<file path="config.mk">
export PLATFORM = sky130hd
export DESIGN_NAME = rasum_ctrl
export DESIGN_NICKNAME = d
export VERILOG_FILES = /design/src/design/rasum_pkg.sv /design/src/design/rasum_ctrl.sv
export SDC_FILE = /design/constraint.sdc
export NUM_CORES = 1
export LEC_CHECK = 0
export ABC_AREA = 0
export BUFFER_PORTS_ARGS = -buffer_cell sky130_fd_sc_hd__buf_4
export CORE_AREA = 2 2 39 41
export CTS_CLUSTER_DIAMETER = 80
export DETAILED_ROUTE_END_ITERATION = 6
export DIE_AREA = 0 0 41 43
export PLACE_DENSITY = 0.63
export SYNTH_ARGS = -nofsm -noshare
export SYNTH_HDL_FRONTEND = slang
export SYNTH_SLANG_ARGS = --single-unit
</file>
<file path="constraint.sdc">
create_clock -name clk -period 3.72 [get_ports clk]
set_input_delay 0.186 -clock clk [delete_from_list [all_inputs] [get_ports clk]]
set_output_delay 0.186 -clock clk [all_outputs]
set_load 0.01 [all_outputs]
</file>
<file path="src/design/rasum_pkg.sv">
`timescale 1ns / 1ps
package rasum_pkg;

  localparam int unsigned ENTRIES_DEF = 1024;
  localparam int unsigned DATA_W      = 32;
  localparam int unsigned IDX_W       = 10;
  // compare width: holds any index and ENTRIES-1 up to 131071
  localparam int unsigned CMP_W       = 17;

  localparam logic CMD_ADD   = 1'b0;
  localparam logic CMD_QUERY = 1'b1;

  typedef enum logic [3:0] {
    ST_CLEAR,
    ST_IDLE,
    ST_PD_A,
    ST_PD_B,
    ST_PD_C,
    ST_PD_D,
    ST_WK_A,
    ST_WK_B,
    ST_WK_C,
    ST_PU_A,
    ST_PU_B,
    ST_PU_C,
    ST_OUT
  } rasum_state_t;

  typedef enum logic [3:0] {
    OP_NONE,
    OP_CLEAR,
    OP_LOAD,
    OP_PD_A,
    OP_PD_B,
    OP_PD_C,
    OP_PD_D,
    OP_WK_A,
    OP_WK_B,
    OP_WK_C,
    OP_PU_A,
    OP_PU_B,
    OP_PU_C,
    OP_OUT
  } rasum_op_t;

  typedef struct packed {
    logic clear_done;
    logic in_empty;
    logic in_query;
    logic is_query;
    logic push_last;
    logic a_lt_b;
    logic pull_last;
    logic out_free;
  } rasum_status_t;

endpackage

</file>
<file path="src/design/rasum_ctrl.sv">
`timescale 1ns / 1ps
module rasum_ctrl (
  input  logic                     clk,
  input  logic                     rst_n,
  input  logic                     in_valid,
  output logic                     in_ready,
  input  rasum_pkg::rasum_status_t stat,
  output rasum_pkg::rasum_op_t     op
);

  rasum_pkg::rasum_state_t state_r, state_nxt;

  always_ff @(posedge clk) begin
    if (!rst_n) begin
      state_r <= rasum_pkg::ST_CLEAR;
    end else begin
      state_r <= state_nxt;
    end
  end

  always_comb begin
    state_nxt = state_r;
    unique case (state_r)
      rasum_pkg::ST_CLEAR: begin
        if (stat.clear_done) state_nxt = rasum_pkg::ST_IDLE;
      end
      rasum_pkg::ST_IDLE: begin
        if (in_valid) begin
          if (!stat.in_empty) state_nxt = rasum_pkg::ST_PD_A;
          else if (stat.in_query) state_nxt = rasum_pkg::ST_OUT;
        end
      end
      rasum_pkg::ST_PD_A: state_nxt = rasum_pkg::ST_PD_B;
      rasum_pkg::ST_PD_B: state_nxt = rasum_pkg::ST_PD_C;
      rasum_pkg::ST_PD_C: state_nxt = rasum_pkg::ST_PD_D;
      rasum_pkg::ST_PD_D: begin
        state_nxt = stat.push_last ? rasum_pkg::ST_WK_A : rasum_pkg::ST_PD_A;
      end
      rasum_pkg::ST_WK_A: begin
        if (stat.a_lt_b) state_nxt = rasum_pkg::ST_WK_B;
        else if (stat.is_query) state_nxt = rasum_pkg::ST_OUT;
        else state_nxt = rasum_pkg::ST_PU_A;
      end
      rasum_pkg::ST_WK_B: state_nxt = rasum_pkg::ST_WK_C;
      rasum_pkg::ST_WK_C: state_nxt = rasum_pkg::ST_WK_A;
      rasum_pkg::ST_PU_A: state_nxt = rasum_pkg::ST_PU_B;
      rasum_pkg::ST_PU_B: state_nxt = rasum_pkg::ST_PU_C;
      rasum_pkg::ST_PU_C: begin
        state_nxt = stat.pull_last ? rasum_pkg::ST_IDLE : rasum_pkg::ST_PU_A;
      end
      rasum_pkg::ST_OUT: begin
        if (stat.out_free) state_nxt = rasum_pkg::ST_IDLE;
      end
      default: state_nxt = rasum_pkg::ST_CLEAR;
    endcase
  end

  always_comb begin
    op       = rasum_pkg::OP_NONE;
    in_ready = 1'b0;
    unique case (state_r)
      rasum_pkg::ST_CLEAR: op = rasum_pkg::OP_CLEAR;
      rasum_pkg::ST_IDLE: begin
        in_ready = 1'b1;
        if (in_valid) op = rasum_pkg::OP_LOAD;
      end
      rasum_pkg::ST_PD_A: op = rasum_pkg::OP_PD_A;
      rasum_pkg::ST_PD_B: op = rasum_pkg::OP_PD_B;
      rasum_pkg::ST_PD_C: op = rasum_pkg::OP_PD_C;
      rasum_pkg::ST_PD_D: op = rasum_pkg::OP_PD_D;
      rasum_pkg::ST_WK_A: op = rasum_pkg::OP_WK_A;
      rasum_pkg::ST_WK_B: op = rasum_pkg::OP_WK_B;
      rasum_pkg::ST_WK_C: op = rasum_pkg::OP_WK_C;
      rasum_pkg::ST_PU_A: op = rasum_pkg::OP_PU_A;
      rasum_pkg::ST_PU_B: op = rasum_pkg::OP_PU_B;
      rasum_pkg::ST_PU_C: op = rasum_pkg::OP_PU_C;
      rasum_pkg::ST_OUT: begin
        if (stat.out_free) op = rasum_pkg::OP_OUT;
      end
      default: op = rasum_pkg::OP_NONE;
    endcase
  end

  // reset always restarts the clearing sweep
  a_reset_clear: assert property (@(posedge clk) !rst_n |=> state_r == rasum_pkg::ST_CLEAR)
    else $error("reset did not enter clearing sweep");

endmodule

</file>
**Yosys cells after proc, flatten, opt, wreduce, memory -nomap -nowiden**

Cells that the tools add are included.

- Eq/ne operators: 16
- Reductions and logical operators: 2
- Muxes and demuxes: 14

Operators by type and width:

| cell | count |
|---|---|
| 4-bit case mux with 13 select lines | 2 |
| 4-bit two-way mux | 8 |
| 4-bit == test, second input constant | 5 |
| 4-bit by 3-bit == test with 1-bit output, second input constant | 4 |
| 4-bit by 2-bit == test with 1-bit output, second input constant | 2 |
| 3-bit two-way mux | 2 |
| 2-bit inequality test, second input constant | 3 |
| 4-bit by 1-bit == test with 1-bit output, second input constant | 1 |
| 4-bit logical NOT | 1 |
| 4-bit AND reduction | 1 |
| 3-bit inequality test, second input constant | 1 |
| 2-bit two-way mux | 1 |
| 1-bit two-way mux | 1 |

- Output and inout bits: 5
- Input bits: 11
- Register bits after elaboration: 4

**Longest topological paths before layout**

- Word-level depth: 4
- Gate-level depth with buffers: 6

**Least setup slack after synthesis**

No wires, ideal clock.

- Path kind: register to register
- From: reg state_r[1]
- To: reg state_r[3]
- Buffers on the path: 1
- Data arrival time: 1.276 ns
- Cell stages (with the launch flop): 6
- Setup time: 0.118 ns
- Slack: 2.327 ns
- Cells stage by stage: dfxtp_1 -> buf_2 -> nor4b_2 -> a32o_2 -> o21ai_1 -> o2111a_1

- Cells in the longest elaborated chain, start to end: 3

Ends and longest elaborated chain:

| item | line | RTL |
|---|---|---|
| start: declaration | rasum_ctrl.sv:11 | `rasum_pkg::rasum_state_t state_r, state_nxt;` |
| start signal: assignment | rasum_ctrl.sv:15 | `state_r <= rasum_pkg::ST_CLEAR;` |
| start signal: assignment | rasum_ctrl.sv:17 | `state_r <= state_nxt;` |
| 4-bit by 1-bit == test with 1-bit output (tied with other cells) | rasum_ctrl.sv:23 | `unique case (state_r)` |
| 3-bit inequality test (no line) or 2-bit inequality test (tied branches) | - |  |
| 4-bit AND reduction (no line) | - |  |

Several ways; a longest one is shown, not always the timed one.
A chain may end at the register's enable or synchronous reset.

**Worst setup path after layout**

- From: reg state_r[1]
- To: out op[3]

- Cells in the longest elaborated chain, start to end: 2

Ends and longest elaborated chain:

| item | line | RTL |
|---|---|---|
| 4-bit == test (tied with other cells) | rasum_ctrl.sv:61 | `unique case (state_r)` |
| 4-bit case mux with 13 select lines (*) | rasum_ctrl.sv:61 |  |
| end: declaration | rasum_ctrl.sv:8 | `output rasum_pkg::rasum_op_t op` |

Every way passes the cells marked *; elsewhere a longest branch is shown, timed or not.

==> impl_metrics.csv <==
group,metric,value,unit
worst_hold_path,worstHoldStart,"rst_n",
clock_network,postCtsHoldBufs,0,
timing,finalSetupTns,0,ps
timing,slew_headroom,60.37,%
floorplan,rows,14,
placed_design,place_inst,91,
clock_network,clk_pin_slew_worst_paths,40,ps
floorplan,start_util,33.82,%
synthesis,postSynthCellCount,67,
global_route,grt_max_degree,20,
job,maxCapViolCount,0,
clock_network,clk_latency,230,ps
global_route,overflow,0,
synthesis,netlist_area,467.9,um2
setup_path,path_buf_inv,1,
synthesis,seq_area_frac_synth,17.11,%
setup_path,path_delay_family,"flip-flops",
synthesis,ys_seq_elements,4,
synthesis,ys_types,32,
final_layout,area_growth,25.94,%
placed_design,gp_congestion,0.7405,
setup_path,crit_path_max_incr_delay,680,ps
timing,fmax,565.0,MHz
setup_path,start_kind,"flip-flop",
clock_network,cts_tree,"yes",
floorplan,dieArea,1763,um2
timing,rsz0062_at_grt,"false",
global_route,grt_pass1_vias,423,
setup_path,r2r-start,"state_r[2]$_SDFFE_PN0P_",
setup_path,crit_slowest_cell,"dfxtp_1",
global_route,track_usage,13.84,%
floorplan,die_h,43,um
timing,finalSetupViolations,0,
setup_path,cp_data_arrival_time,1580,ps
power_and_ir_drop,power.total,342.7,uW
setup_path,crit_chain,"nand2b_1 -> o21ai_0 -> a32o_1 -> buf_4",
final_layout,largest_register,"state_r",
clock_network,cts.sinks,4,
drt,drtPass1Iterations,4,
timing,worst-slew-pin-transition,593.6,ps
placed_design,hpwl,833.9,um
drt,vias_per_cell,5.585,
clock_network,cts-buffers-inserted,3,
final_layout,largest_reg_flops,4,
placed_design,io_buffers,15,
timing,slew_violations,0,
timing,whs,214.0,ps
clock_network,h-tree-depth,1,
synthesis,synth_fp_nets,78,
worst_hold_path,hold_class,"input pin to flip-flop",
clock_network,clock_path_buffers,2,
setup_path,cp-end-kind,"output port",
clock_network,cts_setup_buffers,0,
global_route,antenna_found_initial,0,
timing,period_needed,1770,ps
setup_path,startpoint,"state_r[1]$_SDFFE_PN0P_",
final_layout,antenna_cells,0,
setup_path,path_class,"flip-flop to output port",
drt,drt-initial-drc-count,5,
floorplan,die_x,41,um
timing,finalHoldViolations,0,
final_layout,reg_top3,"state_r (4)",
clock_network,clockRootBuffer,"clkbuf_4",
drt,wl_per_cell,12.15,um
floorplan,io_pins,16,
drt,totalWireLength,1142,um
power_and_ir_drop,ir_drop,0.0001730,V
floorplan,fp.coreArea,1384,um2
status,status,"complete, no violations",
drt,drc,0,
timing,post-route-period-util,47.57,%
clock_network,postCtsResizedCells,0,
power_and_ir_drop,p_per_area,581.5,nW/um2
final_layout,utilization,42.59,%
final_layout,nets,91,
setup_path,worstPathRequired,3530,ps
global_route,grt_pass1_wl,1711,um
power_and_ir_drop,p_leak,0.0002361,uW
setup_path,crit_fanout,19,
synthesis,syn_avg_cell_area,6.984,um2
drt,drtAntennaViolNets,0,
synthesis,yosys_warnings,0,
timing,fin_skew,1.049,ps
drt,vias,525,
final_layout,final_cells,94,
final_layout,layout-drive-gt1-share,28.21,%
-- through the flow --
stage | instance area, um2 | setup slack, ps
floorplan | 467.9 | 2327
global placement | 566.8 | 2122
detailed placement | 566.8 | 2126
CTS | 589.3 | 1942
global route | 589.3 | 1803
finish | 589.3 | 1950
-- cell usage in the layout (no fill, tap or decap), types with 2 or more instances in the layout --
master    count
a21boi_0      2
a21oi_1       5
buf_4        15
clkbuf_4      3
dfxtp_1       4
inv_1         2
nand2_1       5
nand2b_1      2
nand3b_1      2
nor2_1        5
nor2b_1       4
nor3_1        4
nor3b_1       2
o21ai_0       5
-- final cells by class --
type	instances	area [um2]
inverters	2	7.507
flip-flops and latches	4	80.08
multi-input cells	54	346.6
well taps	16	20.02
fillers	152	794.5
clock buffers	3	22.52
repair buffers	15	112.6
-- worst reg2reg max path: cells and delay by family, from the launching register on --
family | cells | cell delay, ps
flip-flops | 1 | 690
AO/OA/AOI/OAI | 2 | 290
AND/OR/NAND/NOR | 2 | 590
-- Yosys cell counts, drive strengths merged --
cell type | count | area, um2
nand3 | 1 | 5.000
o31ai | 1 | 7.510
o2111a | 1 | 11.26
dfxtp | 4 | 80.08
inv | 2 | 7.510
or4 | 1 | 11.26
nor2 | 5 | 18.77
nor3 | 4 | 20.02
nand2 | 6 | 25.03
nand2b | 2 | 12.51
nand3b | 2 | 15.01
nor2b | 4 | 25.02
o211ai | 1 | 7.510
a211oi | 1 | 7.510
a21boi | 2 | 15.01
a31oi | 1 | 6.260
mux2i | 1 | 10.01
nor3b | 2 | 15.01
a311oi | 1 | 8.760
o32ai | 1 | 8.760
a21oi | 5 | 25.02
a32o | 2 | 21.27
nor4b | 2 | 23.77
buf | 7 | 33.78
o21ai | 6 | 30.02
and3b | 1 | 8.760
o21bai | 1 | 7.510
-- layer usage --
metal  wire (um)  GRT usage [%]  vias to the layer above
li1            -              -                      275
met1         526          16.99                      238
met2         554          22.81                       10
met3          43          1.571                        2
met4          17          6.000                        0
met5           0              0                        -
-- power breakdown --
part / internal [uW] / leakage (uW) / switching [uW]
combinational: 101 / 0.000190 / 77.8
clock: 36.1 / 0.0000138 / 18.5
sequential: 55.2 / 0.0000327 / 54.5
-- kinds of logic after synthesis --
kind of cell | Yosys count | synth area share [%]
buffers and inverters | 9 | 8.824
multiplexers | 1 | 2.139
flip-flops | 4 | 17.11
AO/OA/AOI/OAI | 23 | 33.42
AND/OR/NAND/NOR | 30 | 38.50
-- worst paths after layout --
| kind | slack, ps | end | depth (start not counted) |
|---|---|---|---|
| worst max-delay path | 1950 | op[3] | 4 |
| worst min-delay path | 210 | state_r[1]$_SDFFE_PN0P_ | 3 |
| worst max register to register | 2090 | state_r[3]$_SDFFE_PN0P_ | 4 |
| worst min register to register | 730 | state_r[0]$_SDFFE_PN0P_ | 2 |
Power figures use the tool's default switching activity.
